==> src/design/odst_pkg.sv <==
package odst_pkg;

    localparam int CAPACITY_DEF = 64;
    localparam int ENTRY_W      = 9;
    localparam int COUNT_OUT_W  = 7;
    localparam int INDEX_W      = 6;

    // Month lengths, no leap years
    localparam logic [4:0] LEN_LONG  = 5'd31;
    localparam logic [4:0] LEN_SHORT = 5'd30;
    localparam logic [4:0] LEN_FEB   = 5'd28;

    localparam logic [3:0] M_JAN = 4'd1;
    localparam logic [3:0] M_FEB = 4'd2;
    localparam logic [3:0] M_MAR = 4'd3;
    localparam logic [3:0] M_APR = 4'd4;
    localparam logic [3:0] M_MAY = 4'd5;
    localparam logic [3:0] M_JUN = 4'd6;
    localparam logic [3:0] M_JUL = 4'd7;
    localparam logic [3:0] M_AUG = 4'd8;
    localparam logic [3:0] M_SEP = 4'd9;
    localparam logic [3:0] M_OCT = 4'd10;
    localparam logic [3:0] M_NOV = 4'd11;
    localparam logic [3:0] M_DEC = 4'd12;

    typedef enum logic [2:0] {
        OP_ADD     = 3'd0,
        OP_DEL     = 3'd1,
        OP_DEL_IDX = 3'd2,
        OP_CLEAR   = 3'd3,
        OP_HAS     = 3'd4,
        OP_READ    = 3'd5
    } t_op;

    typedef enum logic [2:0] {
        ST_OK        = 3'd0,
        ST_PRESENT   = 3'd1,
        ST_NOT_FOUND = 3'd2,
        ST_BAD_INDEX = 3'd3,
        ST_FULL      = 3'd4,
        ST_BAD_DATE  = 3'd5
    } t_status;

    typedef enum logic [2:0] {
        S_IDLE,
        S_SCAN,
        S_SHIFT,
        S_FETCH,
        S_READ,
        S_DONE
    } t_state;

    typedef struct packed {
        t_status                  status;
        logic                     found;
        logic [COUNT_OUT_W-1:0]   count;
        logic [3:0]               read_month;
        logic [4:0]               read_day;
    } t_result;

    function automatic logic [4:0] f_month_len(input logic [3:0] m);
        logic [4:0] len;
        case (m)
            M_JAN, M_MAR, M_MAY, M_JUL, M_AUG, M_OCT, M_DEC: len = LEN_LONG;
            M_APR, M_JUN, M_SEP, M_NOV:                       len = LEN_SHORT;
            M_FEB:                                            len = LEN_FEB;
            default:                                          len = 5'd0;
        endcase
        return len;
    endfunction

    function automatic logic f_date_ok(input logic [3:0] m, input logic [4:0] d);
        logic [4:0] lim;
        lim = f_month_len(m);
        return (lim != 5'd0) && (d != 5'd0) && (d <= lim);
    endfunction

endpackage

==> src/design/odst_if.sv <==
interface odst_req_if;
    logic       valid;
    logic       ready;
    logic [2:0] op;
    logic [3:0] month;
    logic [4:0] day;
    logic [5:0] index;

    modport source (output valid, output op, output month, output day, output index,
                    input ready);
    modport sink   (input valid, input op, input month, input day, input index,
                    output ready);
endinterface

interface odst_rsp_if;
    logic       valid;
    logic       ready;
    logic [2:0] status;
    logic       found;
    logic [6:0] count;
    logic [3:0] read_month;
    logic [4:0] read_day;

    modport source (output valid, output status, output found, output count,
                    output read_month, output read_day, input ready);
    modport sink   (input valid, input status, input found, input count,
                    input read_month, input read_day, output ready);
endinterface

==> src/design/odst_mem.sv <==
module odst_mem #(
    parameter int DEPTH = odst_pkg::CAPACITY_DEF,
    parameter int AW    = $clog2(odst_pkg::CAPACITY_DEF)
) (
    input  logic                         i_clk,
    input  logic                         i_we,
    input  logic [AW-1:0]                i_waddr,
    input  logic [odst_pkg::ENTRY_W-1:0] i_wdata,
    input  logic [AW-1:0]                i_raddr,
    output logic [odst_pkg::ENTRY_W-1:0] o_rdata
);
    import odst_pkg::*;

    logic [ENTRY_W-1:0] r_mem [DEPTH];
    logic [ENTRY_W-1:0] r_rdata;

    always_ff @(posedge i_clk) begin
        if (i_we) begin
            r_mem[i_waddr] <= i_wdata;
        end
        r_rdata <= r_mem[i_raddr];
    end

    assign o_rdata = r_rdata;

endmodule

==> src/design/odst_seq.sv <==
module odst_seq #(
    parameter int CAPACITY = odst_pkg::CAPACITY_DEF,
    parameter int AW       = $clog2(odst_pkg::CAPACITY_DEF)
) (
    input  logic                         i_clk,
    input  logic                         i_rst_n,
    input  logic                         i_valid,
    output logic                         o_ready,
    input  logic [2:0]                   i_op,
    input  logic [3:0]                   i_month,
    input  logic [4:0]                   i_day,
    input  logic [5:0]                   i_index,
    output logic                         o_done,
    input  logic                         i_take,
    output odst_pkg::t_result            o_result,
    output logic                         o_mem_we,
    output logic [AW-1:0]                o_mem_waddr,
    output logic [odst_pkg::ENTRY_W-1:0] o_mem_wdata,
    output logic [AW-1:0]                o_mem_raddr,
    input  logic [odst_pkg::ENTRY_W-1:0] i_mem_rdata
);
    import odst_pkg::*;

    localparam int CW = $clog2(CAPACITY + 1);
    localparam int XW = (CW > COUNT_OUT_W) ? CW : COUNT_OUT_W;
    localparam int IW = (CW > INDEX_W) ? CW : INDEX_W;

    t_state               r_state, n_state;
    logic [2:0]           r_op, n_op;
    logic [ENTRY_W-1:0]   r_key, n_key;
    logic [INDEX_W-1:0]   r_idx, n_idx;
    logic [CW-1:0]        r_ptr, n_ptr;
    logic [AW-1:0]        r_wptr, n_wptr;
    logic                 r_pend, n_pend;
    logic [CW-1:0]        r_count, n_count;
    t_status              r_status, n_status;
    logic                 r_found, n_found;
    logic [ENTRY_W-1:0]   r_rd_key, n_rd_key;

    logic                 w_acc;
    logic                 w_in_ok;
    logic                 w_idx_bad;
    logic                 w_hit;
    logic                 w_more;
    logic                 w_full;
    logic [CW-1:0]        w_ptr_m1;
    logic [XW-1:0]        w_count_x;

    assign w_acc     = i_valid && (r_state == S_IDLE);
    assign w_in_ok   = f_date_ok(i_month, i_day);
    assign w_idx_bad = IW'(i_index) >= IW'(r_count);
    // the one shared comparator: stored entry against the request key
    assign w_hit     = r_pend && (i_mem_rdata == r_key);
    assign w_more    = r_ptr < r_count;
    assign w_full    = r_count == CW'(CAPACITY);
    assign w_ptr_m1  = r_ptr - CW'(1);
    assign w_count_x = XW'(r_count);

    // next state
    always_comb begin
        n_state = r_state;
        case (r_state)
            S_IDLE: begin
                if (w_acc) begin
                    case (i_op)
                        OP_ADD, OP_DEL, OP_HAS: n_state = w_in_ok ? S_SCAN : S_DONE;
                        OP_DEL_IDX:             n_state = w_idx_bad ? S_DONE : S_SHIFT;
                        OP_READ:                n_state = w_idx_bad ? S_DONE : S_FETCH;
                        default:                n_state = S_DONE;
                    endcase
                end
            end
            S_SCAN: begin
                if (w_hit) begin
                    n_state = (r_op == OP_DEL) ? S_SHIFT : S_DONE;
                end else if (!w_more) begin
                    n_state = S_DONE;
                end
            end
            S_SHIFT: begin
                if (!w_more && !r_pend) begin
                    n_state = S_DONE;
                end
            end
            S_FETCH: n_state = S_READ;
            S_READ:  n_state = S_DONE;
            S_DONE: begin
                if (i_take) begin
                    n_state = S_IDLE;
                end
            end
            default: n_state = S_IDLE;
        endcase
    end

    // datapath registers
    always_comb begin
        n_op     = r_op;
        n_key    = r_key;
        n_idx    = r_idx;
        n_ptr    = r_ptr;
        n_wptr   = r_wptr;
        n_pend   = 1'b0;
        n_count  = r_count;
        n_status = r_status;
        n_found  = r_found;
        n_rd_key = r_rd_key;
        case (r_state)
            S_IDLE: begin
                if (w_acc) begin
                    n_op     = i_op;
                    n_key    = {i_month, i_day};
                    n_idx    = i_index;
                    n_ptr    = '0;
                    n_status = ST_OK;
                    n_found  = 1'b0;
                    n_rd_key = '0;
                    case (i_op)
                        OP_ADD, OP_DEL, OP_HAS: begin
                            if (!w_in_ok) begin
                                n_status = ST_BAD_DATE;
                            end
                        end
                        OP_DEL_IDX: begin
                            if (w_idx_bad) begin
                                n_status = ST_BAD_INDEX;
                            end else begin
                                n_wptr = AW'(i_index);
                                n_ptr  = CW'(i_index) + CW'(1);
                            end
                        end
                        OP_CLEAR: n_count = '0;
                        OP_READ: begin
                            if (w_idx_bad) begin
                                n_status = ST_BAD_INDEX;
                            end
                        end
                        default: ;
                    endcase
                end
            end
            S_SCAN: begin
                if (w_hit) begin
                    n_found = 1'b1;
                    case (r_op)
                        OP_ADD:  n_status = ST_PRESENT;
                        OP_DEL:  n_wptr   = w_ptr_m1[AW-1:0];
                        default: ;
                    endcase
                end else if (w_more) begin
                    n_ptr  = r_ptr + CW'(1);
                    n_pend = 1'b1;
                end else begin
                    case (r_op)
                        OP_ADD: begin
                            if (w_full) begin
                                n_status = ST_FULL;
                            end else begin
                                n_count = r_count + CW'(1);
                            end
                        end
                        OP_DEL:  n_status = ST_NOT_FOUND;
                        default: ;
                    endcase
                end
            end
            S_SHIFT: begin
                if (r_pend) begin
                    n_wptr = r_wptr + AW'(1);
                end
                if (w_more) begin
                    n_ptr  = r_ptr + CW'(1);
                    n_pend = 1'b1;
                end else if (!r_pend) begin
                    n_count = r_count - CW'(1);
                end
            end
            S_READ:  n_rd_key = i_mem_rdata;
            default: ;
        endcase
    end

    // outputs
    always_comb begin
        o_ready     = (r_state == S_IDLE);
        o_done      = (r_state == S_DONE);
        o_mem_we    = 1'b0;
        o_mem_waddr = r_wptr;
        o_mem_wdata = r_key;
        o_mem_raddr = r_ptr[AW-1:0];
        case (r_state)
            S_SCAN: begin
                if (!w_hit && !w_more && (r_op == OP_ADD) && !w_full) begin
                    o_mem_we    = 1'b1;
                    o_mem_waddr = r_count[AW-1:0];
                end
            end
            S_SHIFT: begin
                if (r_pend) begin
                    o_mem_we    = 1'b1;
                    o_mem_wdata = i_mem_rdata;
                end
            end
            S_FETCH: o_mem_raddr = AW'(r_idx);
            default: ;
        endcase
        o_result.status     = r_status;
        o_result.found      = r_found;
        o_result.count      = w_count_x[COUNT_OUT_W-1:0];
        o_result.read_month = r_rd_key[8:5];
        o_result.read_day   = r_rd_key[4:0];
    end

    always_ff @(posedge i_clk) begin
        if (!i_rst_n) begin
            r_state <= S_IDLE;
            r_count <= '0;
            r_pend  <= 1'b0;
        end else begin
            r_state <= n_state;
            r_count <= n_count;
            r_pend  <= n_pend;
        end
    end

    always_ff @(posedge i_clk) begin
        r_op     <= n_op;
        r_key    <= n_key;
        r_idx    <= n_idx;
        r_ptr    <= n_ptr;
        r_wptr   <= n_wptr;
        r_status <= n_status;
        r_found  <= n_found;
        r_rd_key <= n_rd_key;
    end

endmodule

==> src/design/ordered_date_set_table_unit.sv <==
// Channel  Dir  Fields                                        Accepted when
// i_req    in   op, month, day, index                         valid && ready
// o_rsp    out  status, found, count, read_month, read_day    valid && ready
//
// One request at a time; i_req.ready is high only while the sequencer idles.
// Add, remove by value and membership test walk the table one entry per
// cycle through a single key comparator. Both removes then shift each
// later entry down (one memory read and one write per cycle); read passes
// through fetch and read states, clear and rejects go straight to done.
// Reset clears the sequencer and the entry count; table contents are not
// cleared. A finished result waits in the output register while the next
// request is taken; the sequencer holds its result until the register can load.
module ordered_date_set_table_unit #(
    parameter int CAPACITY = odst_pkg::CAPACITY_DEF
) (
    input  logic              i_clk,
    input  logic              i_rst_n,
    odst_req_if.sink          i_req,
    odst_rsp_if.source        o_rsp
);
    import odst_pkg::*;

    localparam int AW = $clog2(CAPACITY);

    logic                 w_ready;
    logic                 w_done;
    logic                 w_take;
    t_result              w_result;
    logic                 w_mem_we;
    logic [AW-1:0]        w_mem_waddr;
    logic [ENTRY_W-1:0]   w_mem_wdata;
    logic [AW-1:0]        w_mem_raddr;
    logic [ENTRY_W-1:0]   w_mem_rdata;
    logic                 w_acc;

    logic                 r_out_valid;
    t_result              r_out;

    // sequencer: FSM plus the shared compare and pointer logic
    odst_seq #(
        .CAPACITY (CAPACITY),
        .AW       (AW)
    ) u_seq (
        .i_clk       (i_clk),
        .i_rst_n     (i_rst_n),
        .i_valid     (i_req.valid),
        .o_ready     (w_ready),
        .i_op        (i_req.op),
        .i_month     (i_req.month),
        .i_day       (i_req.day),
        .i_index     (i_req.index),
        .o_done      (w_done),
        .i_take      (w_take),
        .o_result    (w_result),
        .o_mem_we    (w_mem_we),
        .o_mem_waddr (w_mem_waddr),
        .o_mem_wdata (w_mem_wdata),
        .o_mem_raddr (w_mem_raddr),
        .i_mem_rdata (w_mem_rdata)
    );

    // date table, one write and one registered read per cycle
    odst_mem #(
        .DEPTH (CAPACITY),
        .AW    (AW)
    ) u_mem (
        .i_clk   (i_clk),
        .i_we    (w_mem_we),
        .i_waddr (w_mem_waddr),
        .i_wdata (w_mem_wdata),
        .i_raddr (w_mem_raddr),
        .o_rdata (w_mem_rdata)
    );

    assign i_req.ready = w_ready;
    assign w_acc       = i_req.valid && w_ready;

    // output register frees the sequencer as soon as it can load
    assign w_take = !r_out_valid || o_rsp.ready;

    always_ff @(posedge i_clk) begin
        if (!i_rst_n) begin
            r_out_valid <= 1'b0;
        end else if (w_take) begin
            r_out_valid <= w_done;
        end
    end

    always_ff @(posedge i_clk) begin
        if (w_take && w_done) begin
            r_out <= w_result;
        end
    end

    assign o_rsp.valid      = r_out_valid;
    assign o_rsp.status     = r_out.status;
    assign o_rsp.found      = r_out.found;
    assign o_rsp.count      = r_out.count;
    assign o_rsp.read_month = r_out.read_month;
    assign o_rsp.read_day   = r_out.read_day;

    // not ready in the cycle after taking a request
    a_busy: assert property (@(posedge i_clk) disable iff (!i_rst_n)
        w_acc |=> !w_ready)
        else $error("request taken while previous one in flight");

    // a rejected date never reports membership
    a_bad_date: assert property (@(posedge i_clk) disable iff (!i_rst_n)
        (w_done && (w_result.status == ST_BAD_DATE)) |-> !w_result.found)
        else $error("found set on invalid date");

    // read fields carry data only on success
    a_read_zero: assert property (@(posedge i_clk) disable iff (!i_rst_n)
        (w_done && (w_result.status != ST_OK)) |->
            ((w_result.read_month == 4'd0) && (w_result.read_day == 5'd0)))
        else $error("read data on failed request");

    // output register loads only from a finished sequencer result
    a_load: assert property (@(posedge i_clk) disable iff (!i_rst_n)
        (!r_out_valid && !w_done) |=> !r_out_valid)
        else $error("response valid without a finished request");

endmodule

==> src/flat_wrapper.sv <==
// flat-port wrapper written by rule: the top's interface ports become plain ports
module ordered_date_set_table_unit_flat import odst_pkg::*;
#(
    parameter int CAPACITY = odst_pkg::CAPACITY_DEF
)
  (i_clk, i_rst_n, i_req_valid, i_req_op, i_req_month, i_req_day, i_req_index, i_req_ready, o_rsp_valid, o_rsp_status, o_rsp_found, o_rsp_count, o_rsp_read_month, o_rsp_read_day, o_rsp_ready);
  odst_req_if i_req_i ();
  odst_rsp_if o_rsp_i ();
  input  logic i_clk;
  input  logic i_rst_n;
  input wire logic [$bits(i_req_i.valid)-1:0] i_req_valid;
  input wire logic [$bits(i_req_i.op)-1:0] i_req_op;
  input wire logic [$bits(i_req_i.month)-1:0] i_req_month;
  input wire logic [$bits(i_req_i.day)-1:0] i_req_day;
  input wire logic [$bits(i_req_i.index)-1:0] i_req_index;
  output wire logic [$bits(i_req_i.ready)-1:0] i_req_ready;
  output wire logic [$bits(o_rsp_i.valid)-1:0] o_rsp_valid;
  output wire logic [$bits(o_rsp_i.status)-1:0] o_rsp_status;
  output wire logic [$bits(o_rsp_i.found)-1:0] o_rsp_found;
  output wire logic [$bits(o_rsp_i.count)-1:0] o_rsp_count;
  output wire logic [$bits(o_rsp_i.read_month)-1:0] o_rsp_read_month;
  output wire logic [$bits(o_rsp_i.read_day)-1:0] o_rsp_read_day;
  input wire logic [$bits(o_rsp_i.ready)-1:0] o_rsp_ready;
  assign i_req_i.valid = i_req_valid;
  assign i_req_i.op = i_req_op;
  assign i_req_i.month = i_req_month;
  assign i_req_i.day = i_req_day;
  assign i_req_i.index = i_req_index;
  assign i_req_ready = i_req_i.ready;
  assign o_rsp_valid = o_rsp_i.valid;
  assign o_rsp_status = o_rsp_i.status;
  assign o_rsp_found = o_rsp_i.found;
  assign o_rsp_count = o_rsp_i.count;
  assign o_rsp_read_month = o_rsp_i.read_month;
  assign o_rsp_read_day = o_rsp_i.read_day;
  assign o_rsp_i.ready = o_rsp_ready;
  ordered_date_set_table_unit #(.CAPACITY(CAPACITY)) u_core (.i_clk(i_clk), .i_rst_n(i_rst_n), .i_req(i_req_i), .o_rsp(o_rsp_i));
endmodule
==> config.mk <==
export PLATFORM = sky130hd
export DESIGN_NAME = ordered_date_set_table_unit_flat
export DESIGN_NICKNAME = d
export VERILOG_FILES = /design/src/design/odst_pkg.sv /design/src/design/odst_if.sv /design/src/design/odst_mem.sv /design/src/design/odst_seq.sv /design/src/design/ordered_date_set_table_unit.sv /design/src/flat_wrapper.sv
export SDC_FILE = /design/constraint.sdc
export NUM_CORES = 1
export LEC_CHECK = 0
export BUFFER_PORTS_ARGS = -buffer_cell sky130_fd_sc_hd__buf_4
export CELL_PAD_IN_SITES_DETAIL_PLACEMENT = 1
export CELL_PAD_IN_SITES_GLOBAL_PLACEMENT = 2
export CORE_MARGIN = 3
export CORE_UTILIZATION = 35
export CTS_BUF_LIST = sky130_fd_sc_hd__clkbuf_8
export CTS_CLUSTER_DIAMETER = 100
export DETAILED_ROUTE_END_ITERATION = 10
export PLACE_DENSITY_LB_ADDON = 0.3
export SETUP_SLACK_MARGIN = 0.3
export SYNTH_ARGS = -nofsm -noshare
export SYNTH_HDL_FRONTEND = slang
export SYNTH_SLANG_ARGS = --single-unit
==> constraint.sdc <==
create_clock -name i_clk -period 3.9 [get_ports i_clk]
set_input_delay 0.78 -clock i_clk [delete_from_list [all_inputs] [get_ports i_clk]]
set_output_delay 0.78 -clock i_clk [all_outputs]
set_load 0.1 [all_outputs]
==> metrics.md <==
| Metric | Value |
|---|---|
| Per-cell routed wire length | 24.86 µm |
| Core Util, Final | 0.4153 |
| CTS tree | done |
| Count of flip-flops with a built-in enable after synthesis | 640 |
| Post-layout net count | 2205 |
| Area grow syn2layout | 17.13% |
| Cell count after synthesis | 1953 |
| Overall global routing resource usage | 0.1985 |
| Post-synth ARST share | 0 |
| # rows | 102 |
| 1st-iter DRT viols | 1709 |
| Synth Net Count | 2000 |
| Worst Clk Skew | 0.03509 ns |
| Top cell type by total area after synthesis | edfxtp_1 |
| Total buffers and inverters traversed by the critical path | 1 |
| Clock sink count | 661 |
| Crit path cell chain | and3b_1 > nand3_1 > nand2_2 > buf_12 > a32oi_1 > and3_1 > a31oi_1 > nand4_1 |
| Congestion Overflow GR | 0 |
| Crit path capture type | flop |
| Most frequently used flop master after synthesis | edfxtp_1 |
| Crit path arrival time | 3.96 ns |
| Die area | 82270 µm² |
| Max-cap viol count | 0 |
| I/O pins | 44 |
| Final clock period utilization by the worst path | 0.8927 |
| Number of flip-flops and latches in the synthesized netlist | 661 |
| Power density over the cells | 737.6 nW/µm² |
| Max Root-Sink Buffers | 3 |
| Worst min path class | input pin to flop |
| Worst Path Required | 4.38 ns |
| Hold violation total from the final report | 0 |
| Clock buffer count from CTS | 111 |
| Number of buffers inserted by port buffering | 43 |
| Share of layout cells above drive strength 1 | 0.1810 |
| Placement Setup Slack | 0.3279 ns |
| Top cell family by delay on the critical path | simple AND/OR/NAND/NOR gates |
| DIE WIDTH | 286.8 µm |
| Cts-stage hold buffer count | 0 |
| Initial core utilization | 0.3546 |
| Worst setup path category | flop to flop |
| Wire length of the first global-routing pass | 122300 µm |
| Delay of the slowest cell on the worst path | 0.72 ns |
| Sort of element at the start of the critical path | flop |
| Final setup violation count | 0 |
| Max Freq | 0.2872 GHz |
| Final worst slack | 0.4186 ns |
| Critical-path cell with the highest stage delay | dfxtp_1 |
| First-pass iteration count of the detailed router | 7 |
| Seq/Total Area, Yosys | 0.7114 |
| Clock-pin slew reported for the worst setup and hold paths after clock tree synthesis | 0.06 ns |
| Power after layout | 23.85 mW |
| Number of synthesis warnings | 0 |
| Top fanout value on the critical path | 19 |
| Half-perimeter wire length of the detailed placement result | 54290 µm |
| Remaining design rule violation count | 0 |
| Vias per Instance | 5.357 |
| Pin count of the biggest net entering global routing | 74 |
| Max Transition Viols Final | 0 |
| Netlist area before placement | 27600 µm² |
| Root buffer cell | clkbuf_8 |
| Die Ht | 286.8 µm |
| Via total after detailed routing | 17630 |
| Static Leakage | 11.44 nW |
| Actual transition at the worst max-transition pin | 1.058 ns |
| Routability congestion estimate | 0.8424 |
| RSZ-0062 raised after global routing | false |
| Number of distinct standard cells referenced by the synthesized netlist | 78 |
| Detailed Route WL | 81780 µm |
| Tmin final | 3.481 ns |
| Largest vdd supply drop | 0.0003919 V |
| Worst-skew pair later-pin latency | 0.72 ns |
| Deepest level of the CTS H-tree | 3 |
| Main area contributors after synthesis | edfxtp_1, nand2_1, mux2i_1 |
| Share of Yosys cell area claimed by the top area cell type | 0.6962 |
| Post-cts repair resize count | 1 |
| Outcome | finished clean |
| Standard cell core area | 77850 µm² |
| Remaining number of nets flagged by the antenna check after routing | 0 |
| Slew Limit Headroom | 0.2947 |
| Antenna violations before repair | 1 |
| Number of global-route vias before repair | 18570 |
| Setup Fix Bufs, Post-CTS | 0 |
| Syn Area/Cell | 14.13 µm² |
==> flip-flops by register name, indices dropped and copies added, names as in the netlist <==
name                     cells
u_core.u_seq.r_state         3
u_core.u_seq.r_status        3
u_core.u_mem.o_rdata         9
u_core.o_rsp.count           7
u_core.u_seq.r_rd_key        9
u_core.o_rsp.status          3
u_core.u_seq.r_found         1
u_core.u_seq.r_count         7
u_core.o_rsp.read_day        5
u_core.u_seq.r_idx           6
u_core.u_seq.r_wptr          6
u_core.u_seq.r_ptr           7
u_core.u_seq.r_key           9
u_core.o_rsp.valid           1
u_core.u_seq.r_pend          1
u_core.o_rsp.found           1
u_core.o_rsp.read_month      4
u_core.u_mem.r_mem         576
u_core.u_seq.r_op            3
==> where the power goes <==
group	internal (mW)	switching [mW]	leakage, nW
clock network	2.92	2.84	1.17
logic	2.93	6.24	4.32
registers	8.60	0.315	5.95
==> layout by cell type (no fill, tap or decap), types with 27 or more instances in the layout <==
cell | Yosys | layout
nor2_1 | 37 | 37
nor3_1 | 56 | 52
a32o_1 | 37 | 37
nand2_1 | 402 | 391
a31oi_1 | 103 | 103
mux2i_1 | 128 | 128
clkbuf_8 | 0 | 111
buf_12 | 0 | 28
edfxtp_1 | 640 | 640
inv_1 | 16 | 48
and3_1 | 31 | 31
clkinv_1 | 1 | 29
a222oi_1 | 27 | 27
buf_4 | 17 | 175
nand3_1 | 59 | 59
==> worst register-to-register path, delay by kind of cell, from the launching register on <==
family          cells  cell delay [ns]
compound gates      2             0.52
buf+inv             1             0.25
flops               1             0.72
simple gates        5             1.75
==> path summary, 6_finish.rpt <==
kind                            slack [ns]                       to                startpoint  depth (start not counted)
worst max-delay path                  0.42  u_core.u_mem.o_rdata[4]   u_core.u_seq.r_state[1]                          8
worst min-delay path                  0.28    u_core.u_seq.r_key[3]              i_req_day[3]                          1
worst max register to register        0.42  u_core.u_mem.o_rdata[4]   u_core.u_seq.r_state[1]                          8
worst min register to register        0.43   u_core.o_rsp.status[1]  u_core.u_seq.r_status[1]                          0
==> metal layers <==
layer | up-vias | track usage | part of all wire
li1 | 7939 | - | -
met1 | 9112 | 0.2732 | 0.45
met2 | 458 | 0.3280 | 0.48
met3 | 116 | 0.02815 | 0.044
met4 | 0 | 0.05855 | 0.023
met5 | - | 0 | 0
==> final cells by class <==
cell class,instances,area [µm²]
Antenna cell,2,5.005
Clock buffer,111,1528
Clock inverter,92,510.5
Fill cell,8085,45520
Inverter,19,73.82
Multi-Input combinational cell,1161,7390
Sequential cell,661,19640
Tap cell,1040,1301
Timing Repair Buffer,204,1886
==> kinds of logic (layout without fill, tap and decap cells) <==
family / after synthesis / in the layout / share of synthesized area
simple gates: 666 / 666 / 0.1092
flops: 661 / 661 / 0.7114
compound gates: 309 / 309 / 0.08585
buf+inv: 131 / 426 / 0.02470
mux: 130 / 130 / 0.04732
xor+xnor: 31 / 31 / 0.009836
fa+ha+maj: 25 / 25 / 0.01160
other cells: 0 / 2 / 0
==> stage by stage <==
stage	cells	area [µm²]	hold slack (ns)	TNS (ns)
final	3290	32330	0.2816	0
after global routing	3289	32330	0.2532	0
after CTS	3288	32300	0.2164	0
after detailed placement	3085	30260	0.4098	0
after global placement	3084	30250	0.4073	-0.5592
after floorplan	1953	27610	0.4003	0
==> cell usage after synthesis (all sizes together), types with 5 or more instances <==
| cell | instances |
|---|---|
| nor2 | 39 |
| or3 | 11 |
| and3 | 31 |
| nor3 | 64 |
| o211ai | 5 |
| a32o | 37 |
| a21o | 8 |
| ha | 24 |
| a32oi | 9 |
| a222oi | 27 |
| xor2 | 12 |
| xnor2 | 19 |
| a21oi | 31 |
| edfxtp | 640 |
| o31ai | 5 |
| nand3 | 59 |
| o21ai | 27 |
| a31oi | 104 |
| nand2 | 404 |
| nor2b | 8 |
| dfxtp | 21 |
| o22ai | 7 |
| a22oi | 22 |
| inv | 18 |
| nand2b | 14 |
| clkbuf | 45 |
| nand3b | 9 |
| buf | 67 |
| mux2i | 129 |
| nand4 | 14 |
Power figures use the tool's default switching activity.
